===== src/hw/rtl/lik_pkg.sv =====
// Shared types, widths and constants for the leg inverse kinematics pipeline.
// Used by the root cell, the rotation cell and the top level; no dependencies.
package lik_pkg;

	localparam int COORD_WIDTH = 16;
	localparam int CORDIC_ITERATIONS_DEF = 16;
	localparam int ATAN_ENTRIES = 24;
	localparam int PRESHIFT = 8;
	// Squared sums (r^2, 4L^2) and their roots.
	localparam int SUM_W = 2 * COORD_WIDTH + 2;
	localparam int ROOT_W = SUM_W / 2;
	// Rotation datapath and angle accumulator, signed.
	localparam int PATH_W = ROOT_W + PRESHIFT + 3;
	localparam int ANG_W = 28;

	localparam logic [14:0] LINK_RESET = 15'd1638;

	localparam logic signed [ANG_W-1:0] ANG_QUARTER_PI = ANG_W'(13176795);
	localparam logic signed [ANG_W-1:0] ANG_HALF_PI = ANG_W'(26353589);

	localparam logic [ANG_W-1:0] ATAN_TAB [ATAN_ENTRIES] = '{
		ANG_W'(13176795), ANG_W'(7778716), ANG_W'(4110060), ANG_W'(2086331),
		ANG_W'(1047214), ANG_W'(524117), ANG_W'(262123), ANG_W'(131069),
		ANG_W'(65536), ANG_W'(32768), ANG_W'(16384), ANG_W'(8192),
		ANG_W'(4096), ANG_W'(2048), ANG_W'(1024), ANG_W'(512),
		ANG_W'(256), ANG_W'(128), ANG_W'(64), ANG_W'(32),
		ANG_W'(16), ANG_W'(8), ANG_W'(4), ANG_W'(2)
	};

	typedef struct packed {
		logic [1:0] leg;
		logic signed [COORD_WIDTH-1:0] foot_x;
		logic signed [COORD_WIDTH-1:0] foot_y;
		logic signed [COORD_WIDTH-1:0] foot_z;
	} lik_in_t;

	typedef struct packed {
		logic [1:0] leg_out;
		logic signed [15:0] motor_abduction;
		logic signed [15:0] motor_hip;
		logic signed [15:0] motor_knee;
		logic status;
	} lik_out_t;

endpackage


===== src/hw/rtl/lik_sqrt_cell.sv =====
// One digit cell of the pipelined integer square root.
// Depends on lik_pkg for the operand width.
module lik_sqrt_cell import lik_pkg::*; #(
	parameter int BITPOS = 0
) (
	input  logic clk,
	input  logic [SUM_W-1:0] rem_in,
	input  logic [SUM_W-1:0] root_in,
	output logic [SUM_W-1:0] rem_out,
	output logic [SUM_W-1:0] root_out
);

	localparam logic [SUM_W-1:0] BIT = SUM_W'(1) << (2 * BITPOS);

	logic [SUM_W-1:0] trial;
	logic [SUM_W-1:0] rem_q;
	logic [SUM_W-1:0] root_q;

	assign trial = root_in + BIT;

	always_ff @(posedge clk) begin
		if (rem_in >= trial) begin
			rem_q <= rem_in - trial;
			root_q <= (root_in >> 1) + BIT;
		end else begin
			rem_q <= rem_in;
			root_q <= root_in >> 1;
		end
	end

	assign rem_out = rem_q;
	assign root_out = root_q;

endmodule


===== config.mk =====
export PLATFORM = sky130hd
export DESIGN_NAME = lik_sqrt_cell
export DESIGN_NICKNAME = d
export VERILOG_FILES = /design/src/hw/rtl/lik_pkg.sv /design/src/hw/rtl/lik_sqrt_cell.sv
export SDC_FILE = /design/constraint.sdc
export NUM_CORES = 1
export LEC_CHECK = 0
export BUFFER_PORTS_ARGS = -buffer_cell sky130_fd_sc_hd__buf_2
export CAP_MARGIN = 20
export CORE_MARGIN = 2
export CORE_UTILIZATION = 58
export DETAILED_ROUTE_END_ITERATION = 12
export PLACE_DENSITY_LB_ADDON = 0.3
export RECOVER_POWER = 100
export SETUP_SLACK_MARGIN = 0.3
export SYNTH_ARGS = -nofsm -noshare
export SYNTH_HDL_FRONTEND = slang
export SYNTH_SLANG_ARGS = --single-unit

===== constraint.sdc =====
create_clock -name clk -period 10.6 [get_ports clk]
set_input_delay 0.53 -clock clk [delete_from_list [all_inputs] [get_ports clk]]
set_output_delay 0.53 -clock clk [all_outputs]
set_load 0.01 [all_outputs]

==> impl_results.rst <==
.. list-table::
   :header-rows: 1

   * - Metric
     - Value
   * - Die span in y
     - 96.5 um
   * - Critical path data arrival time
     - 6980 ps
   * - Fin crit period
     - 6740 ps
   * - Final net count
     - 855
   * - CP max FO
     - 56
   * - Total gr overflow
     - 0
   * - Proportion of synthesized flip-flops having asynchronous set or reset
     - 0
   * - Met2 global-route usage
     - 0.500
   * - Layer carrying the most global-route usage
     - met2
   * - Comb pwr share
     - 0.325
   * - Largest incremental delay on the critical path
     - 1700 ps
   * - Warnings from Yosys
     - 0
   * - Number of standard cells after synthesis
     - 631
   * - Fillcell total
     - 760
   * - Effective utilization at floorplan
     - 0.602
   * - Antenna Cells
     - 0
   * - Library cell appearing most often on the critical path
     - sky130_fd_sc_hd__nand2_1
   * - Largest delay share family, worst path
     - simple AND/OR/NAND/NOR gates
   * - # placed instances
     - 843
   * - Detailed Route Iter0 Violations
     - 381
   * - Fraction of the cycle the final worst path needs
     - 0.636
   * - Number of synthesized register bits
     - 68
   * - Post-Syn Area per Cell
     - 7.87 um^2
   * - Violations in the final reports
     - capacitance limit, slew limit
   * - Fraction of power consumed by sequential logic
     - 0.375
   * - CTS Hold Buffers Added
     - 0
   * - Width of the die
     - 96.5 um
   * - Clock power frac
     - 0.300
   * - Cell types with the largest area share after synthesis
     - sky130_fd_sc_hd__dfxtp_1, sky130_fd_sc_hd__xnor2_1, sky130_fd_sc_hd__ha_1
   * - Core region area
     - 8260 um^2
   * - Proportion of total power due to net switching
     - 0.349
   * - Number of clock sinks seen by CTS
     - 68
   * - DP Wirelength
     - 11200 um
   * - First-pass GRT wire length
     - 22200 um
   * - Global-route total usage across every layer
     - 0.308
   * - Post-synthesis cell type with the largest combined area
     - sky130_fd_sc_hd__dfxtp_1
   * - Setup repair after global routing missed its margin
     - false
   * - Inserted Clock Buffers
     - 9
   * - Number of H-tree levels
     - 3
   * - Worst-path clk slew
     - 80 ps
   * - Via Count
     - 5206
   * - Summed instance area of the synthesized netlist
     - 4970 um^2
   * - Maximum number of pins on one net before global-route repair
     - 57
   * - Number of max-slew violations in the final report
     - 57
   * - Cell breakdown of the critical path
     - clkbuf_1 -> ha_1 -> nand2_1 -> or3_1 -> nor3_1 -> nand2_1 -> xor2_1 -> ha_1 -> nand2_1 -> o21ai_0 -> a221oi_1 -> or3_1 -> a31o_1 -> nand2_1 -> clkbuf_1 -> nand3_1 -> xnor2_1
   * - Highest Clock Rate
     - 148 MHz
   * - Final count of hold timing violations
     - 0
   * - Endpoint class of the critical path
     - flip-flop
   * - Layout Area Growth over Synthesis
     - 15.5%
   * - Final weighted congestion in routability-driven placement
     - 0.962
   * - DRC violations left
     - 0
   * - I/O pin count
     - 137
   * - Layout cell share with drive strength beyond 1
     - 0.121
   * - Total die area
     - 9320 um^2
   * - CP Launch Type
     - input pin
   * - Cell variety after synth
     - 63
   * - Wirelength per Cell
     - 16.8 um
   * - GR Util met3
     - 0.0846
   * - Number of flops mapped to enable cells by yosys
     - 0
   * - Synth Net Count
     - 737
   * - Met1 usage
     - 0.395
   * - HP Class
     - in2reg
   * - Top post-synthesis cells by count
     - sky130_fd_sc_hd__dfxtp_1, sky130_fd_sc_hd__nor2_1, sky130_fd_sc_hd__nand2_1, sky130_fd_sc_hd__xnor2_1, sky130_fd_sc_hd__a21oi_1
   * - Maximum count of clock buffers along a single path
     - 2
   * - Leak pwr
     - 2.34 nW
   * - Area share of the largest cell type after synthesis
     - 0.274
   * - Clock tree from TritonCTS
     - built
   * - Number of cells in the finished layout apart from fillers
     - 858
   * - Ratio of total power to cell area
     - 138 nW/um^2
   * - Slowest library cell on the worst path
     - sky130_fd_sc_hd__clkbuf_1
   * - Final antenna-violating net count
     - 0
   * - Detail-routed via count per cell
     - 6.07
   * - Total negative slack
     - 0 ps
   * - Number of antenna violations at the first check in global routing
     - 0
   * - Transition at the pin with the smallest max-transition slack
     - 2300 ps
   * - Post_cts resized
     - 0
   * - Total routed wirelength
     - 14400 um
   * - Internal portion of total power
     - 0.000516 W
   * - Sw Pwr
     - 0.000276 W
   * - Root cell of the clock tree
     - sky130_fd_sc_hd__clkbuf_8
   * - WS Path Type
     - in2reg
   * - Worst IR Drop VDD
     - 0.0732 mV
   * - # Max-Cap Violations
     - 1
   * - Status
     - complete, but fails checks
   * - Ys flop type
     - sky130_fd_sc_hd__dfxtp_1
   * - Setup violators final
     - 0
   * - Required time of the critical path
     - 10840 ps
   * - Part of the Yosys area used for sequential elements
     - 0.274
   * - Number of global-route vias before repair
     - 4723
   * - Buffers & Inverters on Critical Path
     - 2
   * - Slew margin rel.
     - -0.533
   * - Post-CTS setup buffer count
     - 0
   * - Buffers on Ports
     - 136
   * - Site Rows
     - 33
   * - First-pass detailed-route iteration total
     - 6
-- layer usage --
| metal | share of wire | routed length [um] | up-vias |
|---|---|---|---|
| met1 | 0.41 | 5920 | 2376 |
| met4 | 0.024 | 352 | 0 |
| met3 | 0.11 | 1570 | 42 |
| met2 | 0.46 | 6570 | 320 |
| li1 | - | - | 2468 |
| met5 | 0 | 0 | - |
-- cells by family after synthesis --
family          Yosys count  share of synthesized area
fa+ha+maj                37                     0.0947
buf+inv                  46                     0.0436
mux                       2                    0.00403
simple gates            240                      0.233
flops                    68                      0.274
xor+xnor                 94                      0.166
compound gates          144                      0.184
-- worst paths after layout --
path / start / endpoint / cells after the start / slack [ps]
max: root_in[2] / root_out[10] / 17 / 3860
min: root_in[30] / root_out[29] / 2 / 380
-- power groups by stage --
stage | Combinational [W] | Clock, W | Sequential [W]
3_3_place_gp | 0.000258 | 0 | 0.000300
3_5_place_dp | 0.000262 | 0 | 0.000301
4_1_cts | 0.000264 | 0.000241 | 0.000296
6_report | 0.000257 | 0.000238 | 0.000297
2_1_floorplan | 0.000158 | 0 | 0.000320
5_1_grt | 0.000282 | 0.000253 | 0.000300
-- final cells by class --
type | instances | area [um^2] | area share
clock buffer | 9 | 124 | 0.0216
clock inverter | 6 | 90.1 | 0.0157
inverter | 16 | 60.1 | 0.0105
multi-input combinational | 517 | 3370 | 0.588
sequential | 68 | 1360 | 0.237
tap | 105 | 131 | 0.0229
timing repair buffer | 137 | 598 | 0.104
-- state kept, by name (all words and copies together), names as in the netlist --
register	cells
rem_out	34
root_out	34
-- stage by stage --
stage / area (um^2) / hold WS (ps) / util / power, W / setup slack (ps)
CTS: 5840 / 365 / 0.708 / 0.000801 / 5780
global placement: 5630 / 749 / 0.682 / 0.000558 / 5510
floorplan: 4970 / 627 / - / 0.000478 / 6600
detailed placement: 5630 / 745 / 0.682 / 0.000563 / 5420
finish: 5740 / 376 / 0.695 / 0.000792 / 3860
global route: 5740 / 391 / 0.695 / 0.000835 / 3170
-- cell usage in the layout (no fill, tap or decap), drive strengths merged, types with 6 or more instances in the layout --
cell     n
clkbuf  79
nor2    70
dfxtp   68
buf     67
nand2   59
xnor2   56
a21oi   54
xor2    38
nand3   36
ha      36
o21ai   31
nand4   23
inv     16
a21o    14
nor3    12
and3     8
nor2b    7
and2     6
(Power assumes the default switching activity.)
