==> src/hw/rtl/lik_pkg.sv <==
// Shared types, widths and constants for the leg inverse kinematics pipeline.
// Used by the root cell, the rotation cell and the top level; no dependencies.
package lik_pkg;

	localparam int COORD_WIDTH = 16;
	localparam int CORDIC_ITERATIONS_DEF = 16;
	localparam int ATAN_ENTRIES = 24;
	localparam int PRESHIFT = 8;
	// Squared sums (r^2, 4L^2) and their roots.
	localparam int SUM_W = 2 * COORD_WIDTH + 2;
	localparam int ROOT_W = SUM_W / 2;
	// Rotation datapath and angle accumulator, signed.
	localparam int PATH_W = ROOT_W + PRESHIFT + 3;
	localparam int ANG_W = 28;

	localparam logic [14:0] LINK_RESET = 15'd1638;

	localparam logic signed [ANG_W-1:0] ANG_QUARTER_PI = ANG_W'(13176795);
	localparam logic signed [ANG_W-1:0] ANG_HALF_PI = ANG_W'(26353589);

	localparam logic [ANG_W-1:0] ATAN_TAB [ATAN_ENTRIES] = '{
		ANG_W'(13176795), ANG_W'(7778716), ANG_W'(4110060), ANG_W'(2086331),
		ANG_W'(1047214), ANG_W'(524117), ANG_W'(262123), ANG_W'(131069),
		ANG_W'(65536), ANG_W'(32768), ANG_W'(16384), ANG_W'(8192),
		ANG_W'(4096), ANG_W'(2048), ANG_W'(1024), ANG_W'(512),
		ANG_W'(256), ANG_W'(128), ANG_W'(64), ANG_W'(32),
		ANG_W'(16), ANG_W'(8), ANG_W'(4), ANG_W'(2)
	};

	typedef struct packed {
		logic [1:0] leg;
		logic signed [COORD_WIDTH-1:0] foot_x;
		logic signed [COORD_WIDTH-1:0] foot_y;
		logic signed [COORD_WIDTH-1:0] foot_z;
	} lik_in_t;

	typedef struct packed {
		logic [1:0] leg_out;
		logic signed [15:0] motor_abduction;
		logic signed [15:0] motor_hip;
		logic signed [15:0] motor_knee;
		logic status;
	} lik_out_t;

endpackage

==> src/hw/rtl/lik_cordic_cell.sv <==
// One vectoring rotation step of the angle pipeline.
// Depends on lik_pkg for widths and the arctangent table.
module lik_cordic_cell import lik_pkg::*; #(
	parameter int STAGE = 0
) (
	input  logic clk,
	input  logic signed [PATH_W-1:0] px_in,
	input  logic signed [PATH_W-1:0] py_in,
	input  logic signed [ANG_W-1:0] acc_in,
	output logic signed [PATH_W-1:0] px_out,
	output logic signed [PATH_W-1:0] py_out,
	output logic signed [ANG_W-1:0] acc_out
);

	localparam logic signed [ANG_W-1:0] STEP = ATAN_TAB[STAGE];

	logic signed [PATH_W-1:0] px_q;
	logic signed [PATH_W-1:0] py_q;
	logic signed [ANG_W-1:0] acc_q;

	always_ff @(posedge clk) begin
		if (!py_in[PATH_W-1]) begin
			px_q <= px_in + (py_in >>> STAGE);
			py_q <= py_in - (px_in >>> STAGE);
			acc_q <= acc_in + STEP;
		end else begin
			px_q <= px_in - (py_in >>> STAGE);
			py_q <= py_in + (px_in >>> STAGE);
			acc_q <= acc_in - STEP;
		end
	end

	assign px_out = px_q;
	assign py_out = py_q;
	assign acc_out = acc_q;

endmodule
==> config.mk <==
export PLATFORM = sky130hd
export DESIGN_NAME = lik_cordic_cell
export DESIGN_NICKNAME = d
export VERILOG_FILES = /design/src/hw/rtl/lik_pkg.sv /design/src/hw/rtl/lik_cordic_cell.sv
export SDC_FILE = /design/constraint.sdc
export NUM_CORES = 1
export LEC_CHECK = 0
export BUFFER_PORTS_ARGS = -buffer_cell sky130_fd_sc_hd__buf_2
export CAP_MARGIN = 10
export CORE_UTILIZATION = 30
export CTS_CLUSTER_DIAMETER = 40
export DETAILED_ROUTE_END_ITERATION = 8
export GPL_TIMING_DRIVEN = 0
export PLACE_DENSITY_LB_ADDON = 0.15
export SETUP_SLACK_MARGIN = 0.3
export SLEW_MARGIN = 30
export SYNTH_ARGS = -nofsm -noshare
export SYNTH_HDL_FRONTEND = slang
export SYNTH_SLANG_ARGS = --single-unit
==> constraint.sdc <==
create_clock -name clk -period 4.1 [get_ports clk]
set_clock_uncertainty 0.1 [all_clocks]
set_input_delay 1.025 -clock clk [delete_from_list [all_inputs] [get_ports clk]]
set_output_delay 1.025 -clock clk [all_outputs]
set_load 0.005 [all_outputs]
==> metrics.yaml, run 1 <==
outcome:
  run_status: "finished with violations"
  violations: "DRC"
die:
  die_w_um: 162
  start_util_pct: 30.5
  coreArea_um2: 25100
  io_pins: 169
  rows: 58
  die_area_um2: 26200
  die_y_um: 162
sta:
  slew_viol_final: 0
  relSlewSlack_pct: 39.9
  max_freq_mhz: 271
  grt_setup_unrepaired: "yes"
  finalHoldViolCount: 0
  final.setup.tns_ps: 0
  worst_pin_slew_ps: 901
  fin_crit_sh_pct: 89.9
  min_period_ps: 3690
  setup_violations: 0
routing:
  drt-total-wl_mm: 26.2
  routed_via_density: 5.19
  antenna_left: 0
  drtPass1Iterations: 6
  route.vias.total: 7767
  wire_per_inst_um: 17.5
  drcViolationCount: 1
  drt_iter0_markers: 543
flow_run:
  maxCapViolCount: 0
critical_path:
  crit_arrival_ps: 3830
  path_max_fanout: 10
  critPathLaunchType: "primary input"
  path_class: "primary input to register"
  end_kind: "register"
  cp.required_ps: 4250
grt:
  grt_pass1_vias: 7351
  overflow: 0
  track_usage_pct: 19.6
  grt_antenna_before_repair: 0
  grt_pass1_wl_mm: 39.9
  grt_max_degree: 24
layout:
  final_common_cell: "buf_2"
  diodes: 0
  final.fill_count: 2720
  drive_gt1_share_pct: 20.1
  layout_common_cells: "buf_2 (174), ha_1 (107), a21oi_1 (106)"
  syn_to_final_growth_pct: 22.2
  final_cell_area_um2: 9370
  final_nets: 1357
  final_cells: 1496
place:
  place_inst: 1477
  placed_area_um2: 8930
  port_buffers: 168
  place_congestion: 0.879
  dp_hpwl_mm: 20.7
power_and_ir_drop:
  peakVddDrop_mv: 0.159
  p_per_area_nw_per_um2: 341
  p_total_mw: 3.20
  leakage_nw: 4.41
min_path:
  hp-class: "primary input to register"
  hold_depth: 2
clocking:
  cts_max_level: 3
  max-clock-path-buffers: 2
  cts_root_buffer: "clkbuf_16"
  cts_buffers: 9
  tritoncts: "built"
  cts_sinks: 83
  holdBufCountCts: 0
  clk_pin_slew_ps: 60
synthesis:
  synth_async_sr_flop_share_pct: 0
  syn_avg_cell_area_um2: 7.83
  syn-cell-area_um2: 7670
  ys_ff_latch: 83
  syn_inst: 979
  synth_warnings: 0
  ys_types: 67
  synthFlopType: "dfxtp_1"
  yosysSeqAreaShare_pct: 21.7
  synth_edf_count: 0
  syn-num-nets: 1175
[where the power goes]
part | leakage, nW | switching [mW] | total (mW) | internal, mW
sequential | 0.700 | 0.0447 | 1.04 | 0.999
clock | 0.142 | 0.368 | 0.844 | 0.475
combinational | 3.57 | 0.754 | 1.31 | 0.556
total | 4.41 | 1.17 | 3.20 | 2.03
[stage by stage]
step	hold slack (ps)	util [%]	setup WS [ps]
finish	774	37.3	413
global route	785	37.3	248
CTS	763	37.0	142
detailed placement	1130	35.6	-886
global placement	1130	35.5	-966
floorplan	982	-	366
[cell families after synthesis]
group / share of synthesized area (%)
AO/OA/AOI/OAI: 26.5
multiplexers: 1.83
buffers and inverters: 6.68
adder cells (fa/ha/maj): 18.5
flip-flops: 21.7
XOR/XNOR: 9.03
AND/OR/NAND/NOR: 15.8
[synthesized netlist by cell type (5+ instances only)]
| library cell | count | share of area, % |
|---|---|---|
| buf_2 | 7 | 0.46 |
| a211oi_1 | 16 | 1.6 |
| a31oi_1 | 5 | 0.41 |
| nand4_1 | 10 | 0.82 |
| xnor2_1 | 65 | 7.4 |
| o31ai_1 | 9 | 0.88 |
| clkbuf_1 | 23 | 1.1 |
| o21bai_1 | 13 | 1.3 |
| nand2b_1 | 12 | 0.98 |
| inv_1 | 91 | 4.5 |
| nand3_1 | 21 | 1.4 |
| ha_1 | 107 | 17 |
| o211ai_1 | 11 | 1.1 |
| dfxtp_1 | 83 | 22 |
| a21boi_0 | 5 | 0.49 |
| mux2i_1 | 14 | 1.8 |
| nand2_1 | 47 | 2.3 |
| a221oi_1 | 7 | 0.80 |
| a21o_1 | 31 | 3.0 |
| buf_1 | 8 | 0.39 |
| nor2b_1 | 16 | 1.3 |
| o21a_1 | 6 | 0.59 |
| o21ai_0 | 56 | 3.7 |
| xor2_1 | 14 | 1.6 |
| nor3_1 | 22 | 1.4 |
| or3_1 | 10 | 0.82 |
| and3_1 | 7 | 0.57 |
| nor2_1 | 76 | 3.7 |
| a21oi_1 | 108 | 7.1 |
[sequential cells by signal, indices dropped and copies added, names as in the netlist]
name / count
acc_out: 28
px_out: 27
py_out: 28
[layout make-up]
class / count / area [µm²] / area share (%)
multi-input combinational: 765 / 5590 / 59.7
sequential: 83 / 1660 / 17.7
timing repair buffer: 171 / 870 / 9.28
tap: 330 / 413 / 4.41
inverter: 91 / 345 / 3.69
clock buffer: 9 / 225 / 2.40
buffer: 40 / 186 / 1.99
clock inverter: 7 / 76.3 / 0.815
[critical path, cell delays in order]
cell and delay, ps:
buf_2 110, inv_1 40, ha_1 260, buf_2 220, nor2b_1 90, o21bai_1 230
and3_1 260, o21bai_1 80, a21o_1 250, a311oi_1 740, o211ai_1 230, xnor2_1 290
[per-layer routing]
layer,vias up,track usage [%],routed length [µm]
li1,3824,-,-
met1,3633,26.5,12300
met2,277,31.9,11900
met3,33,2.76,1470
met4,0,6.17,518
met5,-,0,0
[path summary, 6_finish.rpt]
kind	startpoint	endpoint	slack, ps
max	px_in[4]	px_out[16]$_DFF_P_	410
min	acc_in[0]	acc_out[0]$_DFF_P_	770
[what timing repair did]
| action | CTS | global route |
|---|---|---|
| setup endpoints to repair | 23 | 21 |
| cloned | 0 | 0 |
| gates resized for setup | 12 | 20 |
| endpoints found under the hold margin | 0 | 0 |
| setup buffers | 1 | 2 |
| pin swaps | 1 | 2 |
(Power assumes the default switching activity.)
==> inputs of run 2 (changes only) <==
--- a/config.mk
+++ b/config.mk
@@ -5,6 +5,7 @@
 export SDC_FILE = /design/constraint.sdc
 export NUM_CORES = 1
 export LEC_CHECK = 0
+export ABC_AREA = 1
 export BUFFER_PORTS_ARGS = -buffer_cell sky130_fd_sc_hd__buf_2
 export CAP_MARGIN = 10
 export CORE_UTILIZATION = 30
==> metrics.yaml, run 2 <==
outcome:
  run_status: "completed"
routing:
  drtPass1Iterations: 5
  drt-total-wl_mm: 37.1
  antenna_left: 0
  route.vias.total: 11013
  drcViolationCount: 0
  wire_per_inst_um: 16.2
  drt_iter0_markers: 828
  routed_via_density: 4.80
clocking:
  tritoncts: "built"
  post_cts_resize_count: 2
  cts_setup_buffers: 0
  cts_sinks: 83
  cts_root_buffer: "clkbuf_16"
  clk_pin_slew_ps: 70
  holdBufCountCts: 0
  max-clock-path-buffers: 2
  cts_buffers: 9
  cts_max_level: 3
power_and_ir_drop:
  leakage_nw: 6.52
  p_per_area_nw_per_um2: 293
  p_total_mw: 3.35
  peakVddDrop_mv: 0.220
sta:
  worst_slack_ps: 494
  max_freq_mhz: 277
  min_period_ps: 3610
  slew_viol_final: 0
  relSlewSlack_pct: 31.2
  finalHoldViolCount: 0
  worst_pin_slew_ps: 1030
  fin_crit_sh_pct: 88.0
  setup_violations: 0
  grt_setup_unrepaired: "no"
die:
  coreArea_um2: 31800
  io_pins: 169
  die_y_um: 182
  die_area_um2: 33300
  start_util_pct: 30.7
  die_w_um: 182
  rows: 65
grt:
  track_usage_pct: 22.4
  grt_antenna_before_repair: 0
  grt_pass1_vias: 10292
  overflow: 0
  grt_max_degree: 24
  grt_pass1_wl_mm: 56.4
critical_path:
  critPathLaunchType: "primary input"
  crit_path_top_delay_cell: "ha_1"
  cp_cell_sequence: "clkbuf_4 -> clkbuf_4 -> inv_1 -> clkbuf_2 -> buf_6 -> ha_1 -> a21oi_1 -> nand2_1 -> nand3_1 -> nand2_1 -> nand2_1 -> nand2_1 -> nand3_1 -> nand2_1 -> nand2_1 -> nand2_1"
  crit_arrival_ps: 3750
  cp_slowest_stage_delay_ps: 350
  worst-path-stages: 16
  end_kind: "register"
  path_class: "primary input to register"
  crit_start: "py_in[27]"
  path_max_fanout: 23
  cp-endpoint: "acc_out[26]$_DFF_P_"
  cp.required_ps: 4250
  critPathTopFamily: "buffers and inverters"
  path_buf_inv: 5
  crit_top_cell: "nand2_1"
synthesis:
  ys_types: 42
  yosysTopAreaCell: "nand2_1"
  yosysMostFrequentCell: "nand2_1"
  yosysSeqAreaShare_pct: 17.0
  synth_xor_area_share_pct: 3.77
  synthFlopType: "dfxtp_1"
  synth_edf_count: 0
  synth_warnings: 0
  synthAdderAreaFrac_pct: 14.5
  syn_avg_cell_area_um2: 5.83
  yosys.area_share.simple_pct: 38.4
  ys_ff_latch: 83
  synth_top_area_share_pct: 21.3
  synthTopCellsByArea: "nand2_1 (21%), dfxtp_1 (17%), ha_1 (14%)"
  syn_inst: 1673
  synth_top_family_by_area: "simple AND/OR/NAND/NOR gates"
  syn-num-nets: 1869
  synth_async_sr_flop_share_pct: 0
  synthTopCellsByCount: "nand2_1 (555), inv_1 (293), nand3_1 (143), ha_1 (107), a21oi_1 (106)"
  muxShareOfSynthArea_pct: 0.205
  syn-cell-area_um2: 9760
  synth_compound_area_share_pct: 12.2
place:
  placed_area_um2: 11100
  place_congestion: 0.903
  port_buffers: 168
  dp_hpwl_mm: 31.5
  place_ws_ps: -436
layout:
  syn_to_final_growth_pct: 17.2
  final.fill_count: 3578
  drive_gt1_share_pct: 13.9
  layout_common_cells: "nand2_1 (555), inv_1 (293), buf_2 (173)"
  diodes: 0
  final_cell_area_um2: 11400
  final_nets: 2048
  final_common_cell: "nand2_1"
flow_run:
  maxCapViolCount: 0
min_path:
  worstHoldStart: "acc_in[0]"
  hp-class: "primary input to register"
## run 2: cell count changes in the layout (fill, tap and decap cells not counted), sizes merged, moves of 22 or more
cell / change
a21o: -28
xor2: +22
inv: +211
nand2: +518
xnor2: -59
nor2: +48
nand3: +126
## run 2: cell families (layout without fill, tap and decap cells)
kind of cell	count (synthesis)	count (layout)
adders and majority gates	111	111
and+or+nand+nor	885	885
muxes	2	2
xor gates and xnor gates	42	42
AOI/OAI and AO/OA	215	215
buffers and inverters	335	519
DFF	83	83
## run 2: routing by layer
metal | up-vias | track usage [%] | wire length (µm)
li1 | 5610 | - | -
met1 | 5011 | 29.6 | 17400
met2 | 349 | 36.9 | 16700
met3 | 43 | 3.61 | 2120
met4 | 0 | 7.23 | 875
met5 | - | 0 | 0
## run 2: how the worst min path moves through the flow
| stage | end | slack (ps) | cells past startpoint |
|---|---|---|---|
| floorplan | acc_out[0]$_DFF_P_ | 1010 | 1 |
| global placement | acc_out[0]$_DFF_P_ | 1200 | 2 |
| detailed placement | acc_out[0]$_DFF_P_ | 1210 | 2 |
| CTS | acc_out[0]$_DFF_P_ | 800 | 2 |
| global route | acc_out[0]$_DFF_P_ | 810 | 2 |
| finish | acc_out[0]$_DFF_P_ | 820 | 2 |
## run 2: cell type report
| class | count | area, µm² | share of cell area, % |
|---|---|---|---|
| multi-input cells | 1255 | 6740 | 58.9 |
| flip-flops and latches | 83 | 1660 | 14.5 |
| inverters | 298 | 1120 | 9.77 |
| repair buffers | 168 | 843 | 7.37 |
| well taps | 435 | 544 | 4.76 |
| plain buffers | 37 | 254 | 2.22 |
| clock buffers | 9 | 225 | 1.97 |
| clock inverters | 7 | 58.8 | 0.514 |
## run 2: power by group
part / internal (mW) / switching [mW]
Clock: 0.422 / 0.402
Combinational: 0.532 / 0.991
Sequential: 0.965 / 0.0393
Total: 1.92 / 1.43
## run 2: metrics by stage
step                      hold slack [ps]  util [%]  setup TNS [ps]  instances
after floorplan                      1010         -               0       1673
after global placement               1200      35.1           -5590       2276
after detailed placement             1210      35.1           -5220       2276
after CTS                             801      36.0               0       2292
after global routing                  812      36.0               0       2292
final                                 818      36.0               0       2292
